$ cat src/hdl/wad_pkg.sv
// ----------------------------------------------------------------------------
// wad_pkg: shared types and constants for the window average decimator
// Payload structs, controller commands and status, state encoding.
// ----------------------------------------------------------------------------
package wad_pkg;

	localparam int unsigned MAX_WINDOW = 255;
	localparam int unsigned SAMPLE_W   = 8;
	localparam int unsigned COUNT_W    = 8;
	localparam int unsigned SUM_W      = 16;
	localparam int unsigned DIV_STEPS  = SUM_W;
	localparam int unsigned ITER_W     = $clog2(DIV_STEPS);

	typedef struct packed {
		logic [SAMPLE_W-1:0] sample;
		logic                buffer_end;
	} wad_in_t;

	typedef struct packed {
		logic [SAMPLE_W-1:0] mean;
		logic                is_last;
	} wad_out_t;

	typedef enum logic [1:0] {
		ST_IDLE,
		ST_DIV,
		ST_DONE
	} wad_state_t;

	typedef struct packed {
		logic accept;
		logic step;
		logic load_out;
	} wad_cmd_t;

	typedef struct packed {
		logic closes;
		logic div_last;
		logic out_free;
	} wad_sts_t;

endpackage

$ cat src/hdl/window_average_decimator.sv
// ----------------------------------------------------------------------------
// window_average_decimator: box filter with decimation
// Averages unsigned 8-bit samples over non-overlapping windows.
// ----------------------------------------------------------------------------
// A sample that does not close a window is taken without a stall. A sample that
// closes a window (count reaches window_length, or buffer_end is set) starts a
// one-bit-per-cycle restoring divide of the 16-bit window sum by its count:
// the block then goes through accept, 16 divide steps and the output load for
// that sample and stalls its input meanwhile. The mean waits in an output
// register, so the next window can start while it is held. window_length of
// zero acts as one; a new length applies from the next sample and must be
// written while the block is idle.
module window_average_decimator (
	input  logic                         clk,
	input  logic                         arst_n,
	input  logic                         cfg_we,
	input  logic [wad_pkg::COUNT_W-1:0]  cfg_wdata,
	input  logic                         in_valid,
	output logic                         in_stall,
	input  wad_pkg::wad_in_t             in_data,
	output logic                         out_valid,
	input  logic                         out_stall,
	output wad_pkg::wad_out_t            out_data
);
	import wad_pkg::*;

	wad_cmd_t cmd;
	wad_sts_t sts;

	wad_ctrl u_ctrl (
		.clk      (clk),
		.arst_n   (arst_n),
		.in_valid (in_valid),
		.in_stall (in_stall),
		.sts      (sts),
		.cmd      (cmd)
	);

	wad_datapath u_datapath (
		.clk       (clk),
		.arst_n    (arst_n),
		.cfg_we    (cfg_we),
		.cfg_wdata (cfg_wdata),
		.in_data   (in_data),
		.out_valid (out_valid),
		.out_stall (out_stall),
		.out_data  (out_data),
		.cmd       (cmd),
		.sts       (sts)
	);

endmodule

$ cat src/hdl/wad_ctrl.sv
// ----------------------------------------------------------------------------
// wad_ctrl: sequencing controller
// Accepts samples, runs the divider when a window closes, hands the mean on.
// ----------------------------------------------------------------------------
module wad_ctrl (
	input  logic              clk,
	input  logic              arst_n,
	input  logic              in_valid,
	output logic              in_stall,
	input  wad_pkg::wad_sts_t sts,
	output wad_pkg::wad_cmd_t cmd
);
	import wad_pkg::*;

	wad_state_t state_q;
	wad_state_t state_nxt;

	always_ff @(posedge clk or negedge arst_n) begin
		if (!arst_n) begin
			state_q <= ST_IDLE;
		end else begin
			state_q <= state_nxt;
		end
	end

	always_comb begin
		state_nxt = state_q;
		unique case (state_q)
			ST_IDLE: begin
				if (in_valid && sts.closes) begin
					state_nxt = ST_DIV;
				end
			end
			ST_DIV: begin
				if (sts.div_last) begin
					state_nxt = ST_DONE;
				end
			end
			ST_DONE: begin
				if (sts.out_free) begin
					state_nxt = ST_IDLE;
				end
			end
			default: state_nxt = ST_IDLE;
		endcase
	end

	always_comb begin
		in_stall     = 1'b1;
		cmd.accept   = 1'b0;
		cmd.step     = 1'b0;
		cmd.load_out = 1'b0;
		unique case (state_q)
			ST_IDLE: begin
				in_stall   = 1'b0;
				cmd.accept = in_valid;
			end
			ST_DIV: begin
				cmd.step = 1'b1;
			end
			ST_DONE: begin
				cmd.load_out = sts.out_free;
			end
			default: in_stall = 1'b1;
		endcase
	end

endmodule

$ cat src/hdl/wad_datapath.sv
// ----------------------------------------------------------------------------
// wad_datapath: window accumulator, restoring divider and output register
// One quotient bit per step; the output register holds the mean until taken.
// ----------------------------------------------------------------------------
module wad_datapath (
	input  logic                         clk,
	input  logic                         arst_n,
	input  logic                         cfg_we,
	input  logic [wad_pkg::COUNT_W-1:0]  cfg_wdata,
	input  wad_pkg::wad_in_t             in_data,
	output logic                         out_valid,
	input  logic                         out_stall,
	output wad_pkg::wad_out_t            out_data,
	input  wad_pkg::wad_cmd_t            cmd,
	output wad_pkg::wad_sts_t            sts
);
	import wad_pkg::*;

	logic [COUNT_W-1:0] len_q;
	logic [SUM_W-1:0]   sum_q;
	logic [COUNT_W-1:0] count_q;
	logic [SUM_W-1:0]   quot_q;
	logic [COUNT_W-1:0] rem_q;
	logic [COUNT_W-1:0] div_q;
	logic               zero_q;
	logic               last_q;
	logic [ITER_W-1:0]  iter_q;
	logic               out_valid_q;
	wad_out_t           out_data_q;

	logic [COUNT_W-1:0] eff_len;
	logic [SUM_W-1:0]   sum_nxt;
	logic [COUNT_W-1:0] count_nxt;
	logic [COUNT_W:0]   trial;
	logic               ge;

	always_comb begin
		eff_len = len_q;
		if (len_q == '0) begin
			eff_len = COUNT_W'(1);
		end
		if (32'(len_q) > MAX_WINDOW) begin
			eff_len = COUNT_W'(MAX_WINDOW);
		end
	end

	assign sum_nxt   = sum_q + {{(SUM_W-SAMPLE_W){1'b0}}, in_data.sample};
	assign count_nxt = count_q + COUNT_W'(1);

	assign sts.closes   = (count_nxt == '0) || (count_nxt >= eff_len) || in_data.buffer_end;
	assign sts.div_last = (iter_q == ITER_W'(DIV_STEPS - 1));
	assign sts.out_free = !out_valid_q || !out_stall;

	assign trial = {rem_q, quot_q[SUM_W-1]};
	assign ge    = (trial >= {1'b0, div_q});

	always_ff @(posedge clk or negedge arst_n) begin
		if (!arst_n) begin
			len_q   <= COUNT_W'(1);
			sum_q   <= '0;
			count_q <= '0;
			iter_q  <= '0;
		end else begin
			if (cfg_we) begin
				len_q <= cfg_wdata;
			end
			if (cmd.accept) begin
				iter_q <= '0;
				if (sts.closes) begin
					sum_q   <= '0;
					count_q <= '0;
				end else begin
					sum_q   <= sum_nxt;
					count_q <= count_nxt;
				end
			end else if (cmd.step) begin
				iter_q <= iter_q + ITER_W'(1);
			end
		end
	end

	always_ff @(posedge clk) begin
		if (cmd.accept && sts.closes) begin
			quot_q <= sum_nxt;
			rem_q  <= '0;
			div_q  <= count_nxt;
			zero_q <= (count_nxt == '0);
			last_q <= in_data.buffer_end;
		end else if (cmd.step) begin
			quot_q <= {quot_q[SUM_W-2:0], ge};
			rem_q  <= ge ? COUNT_W'(trial - {1'b0, div_q}) : trial[COUNT_W-1:0];
		end
	end

	always_ff @(posedge clk or negedge arst_n) begin
		if (!arst_n) begin
			out_valid_q <= 1'b0;
		end else if (cmd.load_out) begin
			out_valid_q <= 1'b1;
		end else if (!out_stall) begin
			out_valid_q <= 1'b0;
		end
	end

	always_ff @(posedge clk) begin
		if (cmd.load_out) begin
			out_data_q.mean    <= zero_q ? '0 : quot_q[SAMPLE_W-1:0];
			out_data_q.is_last <= last_q;
		end
	end

	assign out_valid = out_valid_q;
	assign out_data  = out_data_q;

endmodule

$ cat config.mk
export PLATFORM = sky130hd
export DESIGN_NAME = window_average_decimator
export DESIGN_NICKNAME = d
export VERILOG_FILES = /design/src/hdl/wad_pkg.sv /design/src/hdl/window_average_decimator.sv /design/src/hdl/wad_ctrl.sv /design/src/hdl/wad_datapath.sv
export SDC_FILE = /design/constraint.sdc
export NUM_CORES = 1
export LEC_CHECK = 0
export BUFFER_PORTS_ARGS = -buffer_cell sky130_fd_sc_hd__buf_4
export CAP_MARGIN = 20
export CORE_MARGIN = 1.5
export CORE_UTILIZATION = 35
export CTS_CLUSTER_DIAMETER = 60
export DETAILED_ROUTE_END_ITERATION = 10
export PLACE_DENSITY_LB_ADDON = 0.2
export SLEW_MARGIN = 20
export SYNTH_ARGS = -nofsm -noshare
export SYNTH_HDL_FRONTEND = slang
export SYNTH_HIERARCHICAL = 1
export SYNTH_SLANG_ARGS = --single-unit
$ cat constraint.sdc
create_clock -name clk -period 3.1 [get_ports clk]
set_input_delay 0.155 -clock clk [delete_from_list [all_inputs] [get_ports clk]]
set_output_delay 0.155 -clock clk [all_outputs]
set_load 0.005 [all_outputs]
# Word level (Yosys, flattened, before mapping)
# Index checks and enable logic that the tools add are counted.
[word_totals]
ff_bits = 82
in_bits = 22
out_inout_bits = 11
elab_cells = 57
[classes]
n_addsub = 4
magnitude_cmp = 2
n_eq_ne = 7
n_mux = 18
reduce_logical = 13
[ops]
columns = ["op", "n"]
rows = [
  ["16-bit 2-to-1 mux", 3],
  ["8-bit 2-to-1 mux", 3],
  ["16-bit by 8-bit adder with 16-bit output", 1],
  ["8-bit logical NOT", 2],
  ["9-bit by 8-bit greater-or-equal comparator with 1-bit output", 1],
  ["8-bit by 1-bit adder with 8-bit output (second input constant)", 1],
  ["8-bit greater-or-equal comparator", 1],
  ["4-bit 2-to-1 mux", 2],
  ["8-bit subtractor", 1],
  ["1-bit 2-to-1 mux", 6],
  ["2-bit 2-to-1 mux", 3],
  ["2-bit by 1-bit != test with 1-bit output (second input constant)", 3],
  ["2-bit case mux with 3 select lines", 1],
  ["4-bit by 1-bit adder with 4-bit output (second input constant)", 1],
  ["4-bit equality test (second input constant)", 1],
  ["2-bit nonzero test", 2],
  ["1-bit logical OR", 3],
  ["3-bit AND reduction", 1],
  ["2-bit by 1-bit equality test with 1-bit output (second input constant)", 1],
  ["2-bit equality test (second input constant)", 1],
  ["1-bit logical AND", 2],
  ["1-bit logical NOT", 2],
  ["2-bit logical NOT", 1],
  ["2-bit != test (second input constant)", 1],
]

# Longest topological paths before layout
[logic_depth]
ltp_word = 8
depth_mapped = 15
mapped_depth_nobuf = 12

# Cells and area by module
# Netlist, hierarchy kept.
[by_module_without_submodules]
columns = ["module", "n_inst", "cells_per_inst", "area_each_um2", "seq_area_each_um2"]
rows = [
  ["wad_datapath", 1, 432, 4420.5, 2138.3],
  ["wad_ctrl", 1, 13, 133.9, 50.0],
]

# Least setup slack after synthesis
# Ideal clock, no wire load.
[synth_timing]
kind = "register to register"
startpoint = "register u_datapath.count_q[0]"
endpoint = "register u_datapath.quot_q[0], enable pin"
setup_ns = 0.366
t_arrival_ns = 2.394
required_ns = 2.734
setup_slack_ns = 0.341
stages_incl_launch_ff = 11
path_buffers = 1
period_less_slack_ns = 2.759
cell_sequence = "dfrtp_1 > ha_1 > nand2_1 > nor2_1 > xor2_1 > ha_1 > a21o_1 > a211oi_1 > a31o_2 > buf_6 > nand2b_1"
[synth_between]
elab_chain_len = 6
word_cells_on_any_way = 7
cone_classes = "add/sub: 1; order compare: 1; reduce/logical: 5"
[synth_rtl]
columns = ["element", "line", "text"]
rows = [
  ["start, declared", "wad_datapath.sv:21", "logic [COUNT_W-1:0] count_q;"],
  ["start signal, assigned", "wad_datapath.sv:74", "count_q <= count_nxt;"],
  ["8-bit by 1-bit adder with 8-bit output (*)", "wad_datapath.sv:48", "assign count_nxt = count_q + COUNT_W'(1);"],
  ["named net u_datapath.count_nxt[6]", "wad_datapath.sv:33", "logic [COUNT_W-1:0] count_nxt;"],
  ["8-bit greater-or-equal comparator / 8-bit logical NOT (equally long branches)", "wad_datapath.sv:50", "assign sts.closes = (count_nxt == '0) || (count_nxt >= eff_len) || in_data.buffer_end;"],
  ["1-bit logical OR (*) (2 in a row)", "wad_datapath.sv:50", ""],
  ["1-bit logical AND (*)", "wad_datapath.sv:83", "if (cmd.accept && sts.closes) begin"],
  ["2-bit nonzero test (no source line) (*)", "n/a", ""],
  ["end signal, assigned", "wad_datapath.sv:84", "quot_q <= sum_nxt;"],
  ["end signal, assigned", "wad_datapath.sv:90", "quot_q <= {quot_q[SUM_W-2:0], ge};"],
  ["end, declared", "wad_datapath.sv:22", "logic [SUM_W-1:0] quot_q;"],
]
# The timed path passes the listed nets; every way through them passes the cells marked *.
# A chain may end at the register's enable or synchronous reset.

==> metrics.txt <==
initial antenna violation count=0; EDFF count, synth=35; wire length per cell=14.74 µm; Avg Inst Size Synth=10.23 µm²; TNS Setup=0 ns; crit path max fanout=21; H-tree depth=3; # setup viols final=0; clk_lat worst skew=0.34 ns; outcome=complete, no violations; Critical Path Max Stage Delay=0.48 ns; DR DRC count=0; Unique masters post-synth=62; Layout fillers=1244; CP Launch Type=register; DR vias/cell=4.995; # diodes=0; chip width=117.1 µm; sw frac=35.17%; Syn Nets=495; global placement routability congestion=0.8341; core area=12670 µm²; ranking of synthesized cells by area=edfxtp_1, dfrtp_1, ha_1, nand2_1, o21ai_0; layout net count=535; minimum clock period=2.886 ns; Synth Register Bits=82; # IOs=33; Final Hold Viols=0; CTS sink count=82; Area Growth Syn to Fin=18.16%; ANT nets after route=0; Reg area=2188 µm²; initial drt markers=177; LEAKAGE=2.295 nW; Clock Skews=0.009816 ns; count of non-filler cells in the finished layout=662; Starting Density=35.94%; critical path class=reg -> reg; Rows=41; global-route wire length before repair=16010 µm; Slew Limit Fails=0; Placed Cells incl. Taps=644; Slowest-stage cell, CP=or4_1; via count=3307; port buffer count=32; largest net degree at the start of global routing=40; critical path data required time=3.36 ns; root buf cell=clkbuf_16; switching power=1.637 mW; crit path cell chain=and4_1 > nand4_1 > xnor2_2 > ha_1 > nand3_1 > nor2_1 > a21oi_1 > and3_1 > inv_4 > or4_1 > o21ai_0; final worst path period share=93.10%; worst path arrival time=3.15 ns; Reg clk slew, reported paths=0.06 ns; Die Y=117.1 µm; GRT overflow=0; area of the multi-input gates=2157 µm²; Clock Path Buffers=2; cell with the most instances after synthesis=nand2_1; top cell type's share of synthesized area=23.08%; Synth async-reset ratio=47.56%; Netlist Area Pre-Place=4554 µm²; TritonCTS clock tree=done; drt total wl=9756 µm; Clk pwr share=25.5%; Worst-Margin Slew=0.5711 ns; Seq/Total Area, Yosys=48.05%; post-synth top area cell=edfxtp_1; power per cell area=865.1 nW/µm²; CP endpoint kind=register; Post-DP HPWL=7029 µm; share of post-route cells with drive strength above 1=17.76%; Max Clk Rate=346.5 MHz; total track usage=15.48%; Comb pwr share=37.9%; Synth Warn #=6; VDD IR max=0.4331 mV; HP Class=in -> reg; Post-synth top cells=nand2_1, dfrtp_1, edfxtp_1, o21ai_0, nor2_1; die footprint=13710 µm²; Mapped Cells=445; vias in the first global route=3164; CTS Buf Count=9; Main synth FF type=dfrtp_1; DR pass1 iterations=4; unrepaired setup endpoints after global routing=no; sequential share of power=36.6%; maxcap violations=0; Max-slew headroom=61.93%; P_int=3.018 mW
==> registers in the layout, indices dropped and copies added (netlist names), 2 cells and up <==
name,count
u_ctrl/state_q,2
u_datapath/div_q,8
u_datapath/count_q,8
u_datapath/rem_q,8
u_datapath/iter_q,4
u_datapath/sum_q,16
u_datapath/len_q,8
u_datapath/quot_q,16
u_datapath/out_data,9
==> final cells by class <==
class                   count  share of cell area [%]
clock buffers               9                   4.185
flip-flops and latches     82                   40.66
well taps                 172                   3.999
repair buffers             49                   6.929
inverters                  29                   2.069
clock inverters             7                   2.069
multi-input cells         314                   40.08
==> power groups by stage <==
stage | Sequential, mW | Combinational, mW | Clock [mW]
6_report | 1.70 | 1.76 | 1.19
3_3_place_gp | 1.72 | 1.73 | 0
3_5_place_dp | 1.72 | 1.77 | 0
4_1_cts | 1.71 | 1.78 | 1.24
2_1_floorplan | 1.66 | 1.35 | 0
5_1_grt | 1.74 | 2.01 | 1.27
==> layout by cell type (no fill, tap or decap), types with 3 or more instances in the layout <==
master	instances
nand2_1	48
buf_4	47
dfrtp_1	38
edfxtp_1	35
o21ai_0	33
inv_1	27
nor2_1	27
ha_1	26
a21oi_1	21
xnor2_1	14
nor2b_1	13
nor3_1	13
o2bb2ai_1	11
clkbuf_16	9
nand3_1	9
xor2_1	8
dfxtp_1	8
a22o_1	7
a21o_1	6
a211oi_1	6
mux2_2	6
o21a_1	5
nand4_1	4
o21ai_1	4
inv_6	3
or4_1	3
o31ai_1	3
nand2b_1	3
mux2i_1	3
==> worst max-delay path, delay by kind of cell (launching register included) <==
| family | cells | cell delay [ns] |
|---|---|---|
| AND/OR/NAND/NOR | 6 | 1.40 |
| flip-flops | 1 | 0.43 |
| adder cells (fa/ha/maj) | 1 | 0.34 |
| AO/OA/AOI/OAI | 2 | 0.31 |
| XOR/XNOR | 1 | 0.19 |
| buffers and inverters | 1 | 0.13 |
==> what timing repair did <==
action                                  CTS  global route
resized for setup                         0             3
endpoints found under the setup margin    0             1
endpoints found under the hold margin    39             0
hold buffers                              2             0
buffers inserted                          0             0
==> routing by layer <==
layer  global-route usage (%)  routed length [µm]
met4                    4.096                  82
met2                    23.70                4379
met1                    21.74                4912
met5                        0                   0
met3                    4.222                 380
==> per-stage QoR <==
stage	instance area (µm²)	setup WS, ns	util [%]	total power [mW]	hold slack (ns)
after floorplan	4554	0.3408	-	3.014	-0.1406
after global placement	5004	0.3001	39.49	3.448	0.1794
after detailed placement	5004	0.2092	39.49	3.491	0.1874
after CTS	5360	0.2008	42.30	4.718	0.004918
after global routing	5381	0.02290	42.47	5.018	0.01959
final	5381	0.2138	42.47	4.656	0.02331
==> worst paths after layout <==
| check | endpoint | cells past startpoint | slack [ns] | startpoint |
|---|---|---|---|---|
| worst max-delay path | u_datapath/sum_q[14] | 11 | 0.21 | u_datapath/count_q[3] |
| worst min-delay path | u_datapath/len_q[3] | 3 | 0.02 | cfg_wdata[3] |
| worst max register to register | u_datapath/sum_q[14] | 11 | 0.21 | u_datapath/count_q[3] |
| worst min register to register | u_datapath/out_data[0] | 0 | 0.42 | u_datapath/last_q |
| max in group asynchronous | u_datapath/len_q[0] | 2 | 2.35 | arst_n |
| min in group asynchronous | u_datapath/out_valid | 2 | 0.35 | arst_n |
==> kinds of logic after synthesis <==
logic type | count (synthesis) | synth area share [%]
AND/OR/NAND/NOR | 134 | 14.18
buffers and inverters | 49 | 5.110
adder cells (fa/ha/maj) | 28 | 8.022
AO/OA/AOI/OAI | 118 | 17.42
XOR/XNOR | 23 | 4.423
multiplexers | 11 | 2.802
flip-flops | 82 | 48.05
Power figures use the tool's default switching activity.
